<file path="config.mk">
export PLATFORM = sky130hd
export DESIGN_NAME = preemptive_remaining_time_scheduler_flat
export DESIGN_NICKNAME = d
export VERILOG_FILES = /design/src/rtl/prts_pkg.sv /design/src/rtl/prts_in_if.sv /design/src/rtl/prts_out_if.sv /design/src/rtl/prts_ram.sv /design/src/rtl/prts_ctrl.sv /design/src/rtl/prts_dp.sv /design/src/rtl/preemptive_remaining_time_scheduler.sv /design/src/flat_wrapper.sv
export VERILOG_INCLUDE_DIRS = /design/src /design/src/rtl
export SDC_FILE = /design/constraint.sdc
export NUM_CORES = 2
export LEC_CHECK = 0
export BUFFER_PORTS_ARGS = -buffer_cell sky130_fd_sc_hd__buf_2
export CORE_MARGIN = 1.5
export CORE_UTILIZATION = 40
export CTS_BUF_LIST = sky130_fd_sc_hd__clkbuf_4 sky130_fd_sc_hd__clkbuf_8
export CTS_CLUSTER_DIAMETER = 50
export CTS_CLUSTER_SIZE = 16
export DETAILED_ROUTE_END_ITERATION = 8
export SLEW_MARGIN = 25
export SYNTH_ARGS = -nofsm -noshare
export SYNTH_HDL_FRONTEND = slang
export SYNTH_HIERARCHICAL = 1
export SYNTH_SLANG_ARGS = --single-unit
</file>
<file path="constraint.sdc">
create_clock -name clk -period 11.1 [get_ports clk]
set_input_delay 1.665 -clock clk [delete_from_list [all_inputs] [get_ports clk]]
set_output_delay 1.665 -clock clk [all_outputs]
set_load 0.01 [all_outputs]
</file>
<file path="src/rtl/assert_macros.svh">
// Assertion macros shared by the scheduler RTL.
// Each macro takes a label, a clock, an active-low reset, two expressions and a message.
`ifndef ASSERT_MACROS_SVH
`define ASSERT_MACROS_SVH

`define ASSERT_IMPL(lbl, clk, rst_n, ante, cons, msg) \
	lbl: assert property (@(posedge clk) disable iff (!rst_n) (ante) |-> (cons)) \
		else $error(msg);

`define ASSERT_NEXT(lbl, clk, rst_n, ante, cons, msg) \
	lbl: assert property (@(posedge clk) disable iff (!rst_n) (ante) |=> (cons)) \
		else $error(msg);

`endif

</file>
<file path="src/rtl/prts_pkg.sv">
// Types and constants of the preemptive remaining-time scheduler.
// No dependencies.
package prts_pkg;

	localparam int ID_W    = 8;
	localparam int TIME_W  = 16;
	localparam int TICK_W  = 32;
	localparam int SUM_W   = 40;
	localparam int OP_W    = 2;
	localparam int ENTRY_W = ID_W + 3 * TIME_W;
	localparam int PADDR_W = 3;
	localparam int PDATA_W = 32;

	localparam logic [OP_W-1:0] OP_LOAD  = 2'd0;
	localparam logic [OP_W-1:0] OP_TICK  = 2'd1;
	localparam logic [OP_W-1:0] OP_CLEAR = 2'd2;

	localparam logic REG_POLICY = 1'b0;

	typedef struct packed {
		logic [ID_W-1:0]   id;
		logic [TIME_W-1:0] arrival;
		logic [TIME_W-1:0] burst;
		logic [TIME_W-1:0] remaining;
	} prts_entry_t;

	typedef struct packed {
		logic [OP_W-1:0]   op;
		logic [ID_W-1:0]   job_id;
		logic [TIME_W-1:0] arrival;
		logic [TIME_W-1:0] burst;
	} prts_job_t;

	typedef struct packed {
		logic [TICK_W-1:0] slot_time;
		logic              idle;
		logic [ID_W-1:0]   run_id;
		logic              finished;
		logic [TICK_W-1:0] turnaround;
		logic [TICK_W-1:0] waiting;
		logic [SUM_W-1:0]  turnaround_total;
		logic [SUM_W-1:0]  waiting_total;
		logic              all_done;
	} prts_res_t;

	typedef struct packed {
		logic load;
		logic clear;
		logic scan_start;
		logic scan_step;
		logic calc;
		logic emit;
	} prts_cmd_t;

	typedef struct packed {
		logic scan_done;
		logic out_free;
	} prts_sts_t;

endpackage

</file>
<file path="src/rtl/prts_in_if.sv">
// Input channel of the scheduler: one job command per beat.
// Depends on prts_pkg.
interface prts_in_if
	import prts_pkg::*;
();
	logic              valid;
	logic              ready;
	logic [OP_W-1:0]   op;
	logic [ID_W-1:0]   job_id;
	logic [TIME_W-1:0] arrival;
	logic [TIME_W-1:0] burst;

	modport source (output valid, op, job_id, arrival, burst, input ready);
	modport sink (input valid, op, job_id, arrival, burst, output ready);
endinterface

</file>
<file path="src/rtl/prts_out_if.sv">
// Result channel of the scheduler: one tick report per beat.
// Depends on prts_pkg.
interface prts_out_if
	import prts_pkg::*;
();
	logic              valid;
	logic              ready;
	logic [TICK_W-1:0] slot_time;
	logic              idle;
	logic [ID_W-1:0]   run_id;
	logic              finished;
	logic [TICK_W-1:0] turnaround;
	logic [TICK_W-1:0] waiting;
	logic [SUM_W-1:0]  turnaround_total;
	logic [SUM_W-1:0]  waiting_total;
	logic              all_done;

	modport source (output valid, slot_time, idle, run_id, finished, turnaround, waiting,
		turnaround_total, waiting_total, all_done, input ready);
	modport sink (input valid, slot_time, idle, run_id, finished, turnaround, waiting,
		turnaround_total, waiting_total, all_done, output ready);
endinterface

</file>
<file path="src/rtl/prts_ram.sv">
// Generic single-write, single-read RAM with registered read data.
// No dependencies.
module prts_ram #(
	parameter int WIDTH = 56,
	parameter int DEPTH = 16
) (
	input  logic                     clk,
	input  logic                     we,
	input  logic [$clog2(DEPTH)-1:0] waddr,
	input  logic [WIDTH-1:0]         wdata,
	input  logic                     re,
	input  logic [$clog2(DEPTH)-1:0] raddr,
	output logic [WIDTH-1:0]         rdata
);
	logic [WIDTH-1:0] mem [DEPTH];

	always_ff @(posedge clk) begin
		if (we) begin
			mem[waddr] <= wdata;
		end
		if (re) begin
			rdata <= mem[raddr];
		end
	end
endmodule

</file>
<file path="src/rtl/prts_ctrl.sv">
// Controller state machine of the scheduler: sequences load, clear and tick commands.
// Depends on prts_pkg and assert_macros.svh.
`include "assert_macros.svh"
module prts_ctrl
	import prts_pkg::*;
(
	input  logic            clk,
	input  logic            arst_n,
	input  logic            in_valid,
	input  logic [OP_W-1:0] in_op,
	output logic            in_ready,
	input  prts_sts_t       sts,
	output prts_cmd_t       cmd
);
	localparam logic [1:0] ST_IDLE = 2'd0;
	localparam logic [1:0] ST_SCAN = 2'd1;
	localparam logic [1:0] ST_CALC = 2'd2;
	localparam logic [1:0] ST_EMIT = 2'd3;

	logic [1:0] state_q;
	logic [1:0] state_d;
	logic       in_fire;

	assign in_ready = (state_q == ST_IDLE);
	assign in_fire  = in_valid && in_ready;

	always_comb begin
		state_d = state_q;
		cmd     = '0;
		case (state_q)
			ST_IDLE: begin
				if (in_fire) begin
					case (in_op)
						OP_LOAD: cmd.load = 1'b1;
						OP_CLEAR: cmd.clear = 1'b1;
						OP_TICK: begin
							cmd.scan_start = 1'b1;
							state_d        = ST_SCAN;
						end
						default: ;
					endcase
				end
			end
			ST_SCAN: begin
				if (sts.scan_done) begin
					state_d = ST_CALC;
				end else begin
					cmd.scan_step = 1'b1;
				end
			end
			ST_CALC: begin
				cmd.calc = 1'b1;
				state_d  = ST_EMIT;
			end
			ST_EMIT: begin
				if (sts.out_free) begin
					cmd.emit = 1'b1;
					state_d  = ST_IDLE;
				end
			end
			default: state_d = ST_IDLE;
		endcase
	end

	always_ff @(posedge clk or negedge arst_n) begin
		if (!arst_n) begin
			state_q <= ST_IDLE;
		end else begin
			state_q <= state_d;
		end
	end

	`ASSERT_IMPL(a_emit_free, clk, arst_n, cmd.emit, sts.out_free, "emit with result pending")
	`ASSERT_NEXT(a_tick_scan, clk, arst_n, in_fire && in_op == OP_TICK, state_q == ST_SCAN,
		"tick did not start a scan")
endmodule

</file>
<file path="src/rtl/prts_dp.sv">
// Datapath of the scheduler: job table, scan comparator, time, counts, sums, result register.
// Depends on prts_pkg, prts_ram and assert_macros.svh.
`include "assert_macros.svh"
module prts_dp
	import prts_pkg::*;
#(
	parameter int MAX_JOBS = 16
) (
	input  logic      clk,
	input  logic      arst_n,
	input  prts_cmd_t cmd,
	input  prts_job_t job,
	input  logic      policy,
	output prts_sts_t sts,
	output logic      out_valid,
	input  logic      out_ready,
	output prts_res_t res
);
	localparam int IW  = $clog2(MAX_JOBS);
	localparam int LCW = $clog2(MAX_JOBS + 1);

	logic [LCW-1:0]      loaded_q;
	logic [LCW-1:0]      finished_q;
	logic [MAX_JOBS-1:0] done_q;
	logic [TICK_W-1:0]   now_q;
	logic [SUM_W-1:0]    sum_tat_q;
	logic [SUM_W-1:0]    sum_wt_q;
	logic                out_valid_q;

	logic [LCW-1:0]      rd_idx_q;
	logic                vld_s1;
	logic [IW-1:0]       idx_s1;
	logic                have_best_q;
	logic [IW-1:0]       best_idx_q;
	prts_entry_t         best_q;
	logic [TIME_W-1:0]   rem_dec_q;
	logic                fin_q;
	logic [TICK_W-1:0]   tat_q;
	logic [TICK_W-1:0]   wt_q;
	prts_res_t           res_q;

	prts_entry_t         rd_entry;
	prts_entry_t         wr_entry;
	logic                ram_we;
	logic [IW-1:0]       ram_waddr;
	logic                ram_re;
	logic                load_ok;
	logic                elig;
	logic                better;
	logic [TIME_W-1:0]   burst_fix;
	logic [SUM_W-1:0]    sum_tat_d;
	logic [SUM_W-1:0]    sum_wt_d;
	logic [LCW-1:0]      finished_d;

	assign load_ok   = cmd.load && (loaded_q < LCW'(MAX_JOBS));
	assign burst_fix = (job.burst == '0) ? TIME_W'(1) : job.burst;
	assign ram_re    = cmd.scan_step && (rd_idx_q < loaded_q);
	assign ram_we    = load_ok || (cmd.emit && have_best_q);
	assign ram_waddr = load_ok ? loaded_q[IW-1:0] : best_idx_q;

	always_comb begin
		if (load_ok) begin
			wr_entry = '{id: job.job_id, arrival: job.arrival, burst: burst_fix,
				remaining: burst_fix};
		end else begin
			wr_entry           = best_q;
			wr_entry.remaining = rem_dec_q;
		end
	end

	prts_ram #(
		.WIDTH(ENTRY_W),
		.DEPTH(MAX_JOBS)
	) u_tbl (
		.clk  (clk),
		.we   (ram_we),
		.waddr(ram_waddr),
		.wdata(wr_entry),
		.re   (ram_re),
		.raddr(rd_idx_q[IW-1:0]),
		.rdata(rd_entry)
	);

	assign elig = vld_s1 && !done_q[idx_s1] && (now_q >= TICK_W'(rd_entry.arrival));
	assign better = !have_best_q ||
		(policy ? (rd_entry.remaining > best_q.remaining)
			: (rd_entry.remaining < best_q.remaining));

	assign sum_tat_d  = fin_q ? sum_tat_q + SUM_W'(tat_q) : sum_tat_q;
	assign sum_wt_d   = fin_q ? sum_wt_q + SUM_W'(wt_q) : sum_wt_q;
	assign finished_d = fin_q ? finished_q + LCW'(1) : finished_q;

	assign sts.scan_done = (rd_idx_q == loaded_q) && !vld_s1;
	assign sts.out_free  = !out_valid_q || out_ready;
	assign out_valid     = out_valid_q;
	assign res           = res_q;

	always_ff @(posedge clk or negedge arst_n) begin
		if (!arst_n) begin
			loaded_q    <= '0;
			finished_q  <= '0;
			done_q      <= '0;
			now_q       <= '0;
			sum_tat_q   <= '0;
			sum_wt_q    <= '0;
			out_valid_q <= 1'b0;
			rd_idx_q    <= '0;
			vld_s1      <= 1'b0;
			have_best_q <= 1'b0;
		end else begin
			if (cmd.emit) begin
				out_valid_q <= 1'b1;
			end else if (out_ready) begin
				out_valid_q <= 1'b0;
			end
			if (cmd.clear) begin
				loaded_q   <= '0;
				finished_q <= '0;
				done_q     <= '0;
				now_q      <= '0;
				sum_tat_q  <= '0;
				sum_wt_q   <= '0;
			end
			if (load_ok) begin
				done_q[loaded_q[IW-1:0]] <= 1'b0;
				loaded_q                 <= loaded_q + LCW'(1);
			end
			if (cmd.scan_start) begin
				rd_idx_q    <= '0;
				vld_s1      <= 1'b0;
				have_best_q <= 1'b0;
			end
			if (cmd.scan_step) begin
				vld_s1 <= ram_re;
				if (ram_re) begin
					rd_idx_q <= rd_idx_q + LCW'(1);
				end
				if (elig && better) begin
					have_best_q <= 1'b1;
				end
			end
			if (cmd.emit) begin
				now_q      <= now_q + TICK_W'(1);
				sum_tat_q  <= sum_tat_d;
				sum_wt_q   <= sum_wt_d;
				finished_q <= finished_d;
				if (fin_q) begin
					done_q[best_idx_q] <= 1'b1;
				end
			end
		end
	end

	always_ff @(posedge clk) begin
		if (cmd.scan_step) begin
			idx_s1 <= rd_idx_q[IW-1:0];
			if (elig && better) begin
				best_idx_q <= idx_s1;
				best_q     <= rd_entry;
			end
		end
		if (cmd.calc) begin
			rem_dec_q <= best_q.remaining - TIME_W'(1);
			fin_q     <= have_best_q && (best_q.remaining == TIME_W'(1));
			tat_q     <= now_q + TICK_W'(1) - TICK_W'(best_q.arrival);
			wt_q      <= now_q + TICK_W'(1) - TICK_W'(best_q.arrival) - TICK_W'(best_q.burst);
		end
		if (cmd.emit) begin
			res_q.slot_time        <= now_q;
			res_q.idle             <= !have_best_q;
			res_q.run_id           <= have_best_q ? best_q.id : '0;
			res_q.finished         <= fin_q;
			res_q.turnaround       <= fin_q ? tat_q : '0;
			res_q.waiting          <= fin_q ? wt_q : '0;
			res_q.turnaround_total <= sum_tat_d;
			res_q.waiting_total    <= sum_wt_d;
			res_q.all_done         <= (finished_d == loaded_q);
		end
	end

	`ASSERT_IMPL(a_fin_le_loaded, clk, arst_n, 1'b1, finished_q <= loaded_q,
		"more jobs finished than loaded")
	`ASSERT_NEXT(a_emit_valid, clk, arst_n, cmd.emit, out_valid_q,
		"emitted result not presented")
endmodule

</file>
<file path="src/rtl/preemptive_remaining_time_scheduler.sv">
// Preemptive remaining-time scheduler, top level: channels, APB policy register, control, datapath.
// Load and clear beats are handled in the idle state, which the controller does not leave for them.
// A tick beat runs a table scan that reads one entry a cycle, a calc state and an emit state that
// waits for a free result register; the result is registered on emit, and only then is the next beat taken.
// arst_n clears time, counts, sums, done flags and policy_mode; the job table is not reset.
// Depends on prts_pkg, prts_in_if, prts_out_if, prts_ctrl, prts_dp and prts_ram.
module preemptive_remaining_time_scheduler
	import prts_pkg::*;
#(
	parameter int MAX_JOBS = 16
) (
	input  logic               clk,
	input  logic               arst_n,
	prts_in_if.sink            in_ch,
	prts_out_if.source         out_ch,
	input  logic               psel,
	input  logic               penable,
	input  logic               pwrite,
	input  logic [PADDR_W-1:0] paddr,
	input  logic [PDATA_W-1:0] pwdata,
	output logic [PDATA_W-1:0] prdata,
	output logic               pready
);
	logic      policy_q;
	prts_cmd_t cmd;
	prts_sts_t sts;
	prts_job_t job;
	prts_res_t res;
	logic      out_valid;

	assign pready = 1'b1;
	assign prdata = (paddr[2] == REG_POLICY) ? PDATA_W'(policy_q) : '0;

	always_ff @(posedge clk or negedge arst_n) begin
		if (!arst_n) begin
			policy_q <= 1'b0;
		end else if (psel && penable && pwrite && pready && paddr[2] == REG_POLICY) begin
			policy_q <= pwdata[0];
		end
	end

	assign job = '{op: in_ch.op, job_id: in_ch.job_id, arrival: in_ch.arrival,
		burst: in_ch.burst};

	prts_ctrl u_ctrl (
		.clk     (clk),
		.arst_n  (arst_n),
		.in_valid(in_ch.valid),
		.in_op   (in_ch.op),
		.in_ready(in_ch.ready),
		.sts     (sts),
		.cmd     (cmd)
	);

	prts_dp #(
		.MAX_JOBS(MAX_JOBS)
	) u_dp (
		.clk      (clk),
		.arst_n   (arst_n),
		.cmd      (cmd),
		.job      (job),
		.policy   (policy_q),
		.sts      (sts),
		.out_valid(out_valid),
		.out_ready(out_ch.ready),
		.res      (res)
	);

	assign out_ch.valid            = out_valid;
	assign out_ch.slot_time        = res.slot_time;
	assign out_ch.idle             = res.idle;
	assign out_ch.run_id           = res.run_id;
	assign out_ch.finished         = res.finished;
	assign out_ch.turnaround       = res.turnaround;
	assign out_ch.waiting          = res.waiting;
	assign out_ch.turnaround_total = res.turnaround_total;
	assign out_ch.waiting_total    = res.waiting_total;
	assign out_ch.all_done         = res.all_done;
endmodule

</file>
<file path="src/flat_wrapper.sv">
// flat-port wrapper written by rule: the top's interface ports become plain ports
module preemptive_remaining_time_scheduler_flat import prts_pkg::*;
#(
	parameter int MAX_JOBS = 16
)
  (clk, arst_n, psel, penable, pwrite, paddr, pwdata, prdata, pready, in_ch_valid, in_ch_op, in_ch_job_id, in_ch_arrival, in_ch_burst, in_ch_ready, out_ch_valid, out_ch_slot_time, out_ch_idle, out_ch_run_id, out_ch_finished, out_ch_turnaround, out_ch_waiting, out_ch_turnaround_total, out_ch_waiting_total, out_ch_all_done, out_ch_ready);
  prts_in_if in_ch_i ();
  prts_out_if out_ch_i ();
  input  logic clk;
  input  logic arst_n;
  input  logic psel;
  input  logic penable;
  input  logic pwrite;
  input  logic [PADDR_W-1:0] paddr;
  input  logic [PDATA_W-1:0] pwdata;
  output logic [PDATA_W-1:0] prdata;
  output logic pready;
  input wire logic [$bits(in_ch_i.valid)-1:0] in_ch_valid;
  input wire logic [$bits(in_ch_i.op)-1:0] in_ch_op;
  input wire logic [$bits(in_ch_i.job_id)-1:0] in_ch_job_id;
  input wire logic [$bits(in_ch_i.arrival)-1:0] in_ch_arrival;
  input wire logic [$bits(in_ch_i.burst)-1:0] in_ch_burst;
  output wire logic [$bits(in_ch_i.ready)-1:0] in_ch_ready;
  output wire logic [$bits(out_ch_i.valid)-1:0] out_ch_valid;
  output wire logic [$bits(out_ch_i.slot_time)-1:0] out_ch_slot_time;
  output wire logic [$bits(out_ch_i.idle)-1:0] out_ch_idle;
  output wire logic [$bits(out_ch_i.run_id)-1:0] out_ch_run_id;
  output wire logic [$bits(out_ch_i.finished)-1:0] out_ch_finished;
  output wire logic [$bits(out_ch_i.turnaround)-1:0] out_ch_turnaround;
  output wire logic [$bits(out_ch_i.waiting)-1:0] out_ch_waiting;
  output wire logic [$bits(out_ch_i.turnaround_total)-1:0] out_ch_turnaround_total;
  output wire logic [$bits(out_ch_i.waiting_total)-1:0] out_ch_waiting_total;
  output wire logic [$bits(out_ch_i.all_done)-1:0] out_ch_all_done;
  input wire logic [$bits(out_ch_i.ready)-1:0] out_ch_ready;
  assign in_ch_i.valid = in_ch_valid;
  assign in_ch_i.op = in_ch_op;
  assign in_ch_i.job_id = in_ch_job_id;
  assign in_ch_i.arrival = in_ch_arrival;
  assign in_ch_i.burst = in_ch_burst;
  assign in_ch_ready = in_ch_i.ready;
  assign out_ch_valid = out_ch_i.valid;
  assign out_ch_slot_time = out_ch_i.slot_time;
  assign out_ch_idle = out_ch_i.idle;
  assign out_ch_run_id = out_ch_i.run_id;
  assign out_ch_finished = out_ch_i.finished;
  assign out_ch_turnaround = out_ch_i.turnaround;
  assign out_ch_waiting = out_ch_i.waiting;
  assign out_ch_turnaround_total = out_ch_i.turnaround_total;
  assign out_ch_waiting_total = out_ch_i.waiting_total;
  assign out_ch_all_done = out_ch_i.all_done;
  assign out_ch_i.ready = out_ch_ready;
  preemptive_remaining_time_scheduler #(.MAX_JOBS(MAX_JOBS)) u_core (.clk(clk), .arst_n(arst_n), .in_ch(in_ch_i), .out_ch(out_ch_i), .psel(psel), .penable(penable), .pwrite(pwrite), .paddr(paddr), .pwdata(pwdata), .prdata(prdata), .pready(pready));
endmodule
</file>
==> results.tsv <==
metric	value	unit
synth unique cells	89	
first drt pass iteration count	5	
Bufs on Longest Clock Path	3	
CP Capture Type	flip-flop	
Routed Wire Length	151	mm
Max-Cap Viols	0	
Die X	394	um
post-synthesis compound-gate area fraction	0.0729	
endpoints failing hold	0	
Ports	306	
initial antenna violation count	11	
VDD IR max	0.000132	V
post_cts resized	0	
hold crit path type	flip-flop to flip-flop	
pin count of the biggest net entering global routing	186	
largest family of logic cells by synthesized area	multiplexers	
starting DRC count in detailed routing	3080	
critical path type	flip-flop to flip-flop	
Port Buffers	240	
CTS H-tree lvls	4	
CTS sink count	1433	
Post-Syn Instances	3768	
status	complete, no violations	
clock-pin slew on the worst setup and hold paths	0.10	ns
Clk Latency, worst-skew pair	0.91	ns
Core Rows	143	
post-synthesis sequential area ratio	0.691	
Mean Syn Cell Area	16.2	um2
Post-synth EDFFs	1284	
vias	34063	
post-synthesis mux area share	0.0949	
Yosys reg bits	1433	
Post-Synth Simple-Gate Area	0.0617	
total grt overflow	0	
total CTS buffers	143	
GRT Util Overall	0.192	
Ys Warns	6	
Rel. slew slack	0.277	
Adder-Cell Fraction of Synth Area	0.0314	
XOR/XNOR Fraction of Synth Area	0.0244	
Vias/cell	5.47	
Final Skew	0.0431	ns
Fmax	0.144	GHz
vias in the first global route	33639	
Core Util, Final	0.449	
worst slew pin tran	1.08	ns
layout cell share with drive strength beyond 1	0.219	
global placer's final weighted congestion	0.832	
area grow syn2layout	11.5	%
Post-CTS Setup Repair Bufs	0	
met2 GRT Util	0.311	
PwrDens	138	nW/um2
Die Footprint	155000	um2
DR WL/cell	24.3	um
Final setup viols	0	
CTS tree	yes	
RSZ-0062 raised after global routing	false	
antenna-violating nets left	0	
met3 global-route usage	0.0360	
Root Buffer	clkbuf_8	
# DRC	0	
Async SR Flop Fraction	0.104	
nets	4314	
CP max FO	7	
Core ar.	152000	um2
Final min period	6.97	ns
CP required	11.74	ns
first-pass GRT wire length	222	mm
layer with the highest usage	met2	
final period utilization	0.628	
Die Ht	394	um
Filler Cell Count	13271	
DP HPWL	91.3	mm
leakage power	24.8	nW
max-slew violations	0	
Post-Syn Area	61200	um2
Synth Flop Type	edfxtp_1	
met1 Use GR	0.269	
Worst setup SP type	flip-flop	
Initial Util	0.403	
setup_tns	0	ns
Critical Path AT	7.61	ns
CTS Hold Buffers Added	0	
[state kept, by name, summed over array words and instances, names as in the netlist, 2 cells and up]
name and cells:
u_core/u_dp/done_q 16, u_core/u_dp/sum_wt_q 40, u_core/u_dp/loaded_q 5, u_core/u_dp/u_tbl/mem 896, u_core/u_ctrl/state_q 2, u_core/u_dp/tat_q 32
u_core/u_dp/best_idx_q 4, u_core/u_dp/idx_s1 4, u_core/u_dp/u_tbl/rdata 56, u_core/u_dp/now_q 32, u_core/u_dp/finished_q 5, u_core/u_dp/best_q 56
u_core/u_dp/wt_q 32, u_core/u_dp/sum_tat_q 40, u_core/u_dp/rem_dec_q 16, u_core/u_dp/rd_idx_q 5, u_core/u_dp/res 187
[cells in the final DEF, fill, tap and decap left out, drive strengths merged, types with 113 or more instances in the layout]
cell type / Yosys / routed
clkbuf: 116 / 158
ha: 147 / 147
nand2: 311 / 311
edfxtp: 1284 / 1284
inv: 114 / 139
buf: 74 / 326
a22oi: 114 / 114
o21ai: 129 / 129
nor2: 113 / 113
mux4: 228 / 228
dfrtp: 149 / 149
[layer usage]
| layer | up-vias | wire length [um] |
|---|---|---|
| met3 | 190 | 9640 |
| met5 | - | 32 |
| met2 | 1035 | 72800 |
| met1 | 17541 | 66400 |
| li1 | 15291 | - |
| met4 | 6 | 2590 |
[per-stage QoR]
step | power [W] | std cells | hold WS [ns] | instance area [um2] | setup WS [ns]
finish | 0.00944 | 6228 | 0.412 | 68200 | 4.13
global route | 0.00974 | 6224 | 0.416 | 68200 | 3.66
detailed placement | 0.00595 | 5961 | 0.405 | 64900 | 4.12
floorplan | 0.00592 | 3798 | 0.400 | 61300 | 1.04
global placement | 0.00595 | 5958 | 0.400 | 64900 | 4.16
CTS | 0.00955 | 6219 | 0.416 | 68100 | 4.11
[path summary, 6_finish.rpt]
kind                                                  start                       end  slack, ns  cells after the start
max in group asynchronous                            arst_n   u_core/u_dp/rd_idx_q[0]       8.15                      3
worst min register to register  u_core/u_dp/u_tbl/rdata[20]    u_core/u_dp/best_q[20]       0.41                      0
worst min-delay path            u_core/u_dp/u_tbl/rdata[20]    u_core/u_dp/best_q[20]       0.41                      0
worst max-delay path                   u_core/u_dp/now_q[1]      u_core/u_dp/wt_q[28]       4.13                     22
min in group asynchronous                            arst_n  u_core/u_dp/sum_tat_q[1]       0.69                      1
worst max register to register         u_core/u_dp/now_q[1]      u_core/u_dp/wt_q[28]       4.13                     22
[critical path, cell delays in order (launching register included)]
cell and delay [ns]:
dfrtp_1 0.46, ha_1 0.28, nand3_1 0.26, nor2_1 0.68, nand2_1 0.15, xnor2_1 0.17
ha_1 0.36, a21oi_1 0.20, nor2_1 0.06, a211o_1 0.27, a31o_2 0.25, a21oi_1 0.27
xnor2_1 0.20, ha_1 0.36, a21oi_1 0.31, nand3b_1 0.15, o211a_1 0.23, a2111oi_0 0.63
nand2b_1 0.21, nor3_1 0.55, nand2_1 0.25, nor4_1 0.28, xor2_1 0.11
[synth_stat cells, types with 12 or more instances]
cell type  number  area [um2]
edfxtp_1     1284       38600
nand2_1       311        1170
mux4_2        228        5130
dfrtp_1       149        3730
ha_1          147        1840
o21ai_0       126         631
clkbuf_1      116         435
a22oi_1       114         856
inv_1         114         428
nor2_1        111         417
xnor2_1       109         955
a21oi_1        91         455
and2_1         89         557
a22o_1         71         622
a21o_1         61         458
nand3_1        60         300
xor2_1         56         490
mux2_2         47         529
nor3_1         43         215
buf_4          37         278
and3_1         28         175
nand4_1        28         175
nand2b_1       25         156
nor2b_1        21         131
a31oi_1        19         119
o31ai_1        19         143
nor4_1         18         113
a211oi_1       16         120
buf_2          16        80.1
o21bai_1       16         120
buf_6          15         169
o21a_1         14         105
a31o_2         13         114
mux2i_1        12         120
[layout make-up]
class,count,area (um2),share of cell area
diodes,6,15.0,0.000220
clock buffers,158,2100,0.0308
flip-flops and latches,1433,42300,0.620
multi-input cells,2059,17800,0.260
repair buffers,326,1980,0.0291
well taps,2030,2540,0.0373
clock inverters,100,1060,0.0155
inverters,116,435,0.00639
[cell families after synthesis]
family	count (synthesis)
flops	1433
fa+ha+maj	151
compound gates	640
simple gates	779
buf+inv	306
other cells	2
mux	289
xor+xnor	168
[power by group]
group          switching, W  leakage, nW  internal [W]  total [W]
sequential       0.00000145         13.6       0.00579    0.00579
combinational     0.0000295         9.55    0.00000913  0.0000386
clock               0.00200         1.57       0.00162    0.00362
total               0.00203         24.8       0.00741    0.00944
No activity file was read; power rests on OpenSTA's default activity.
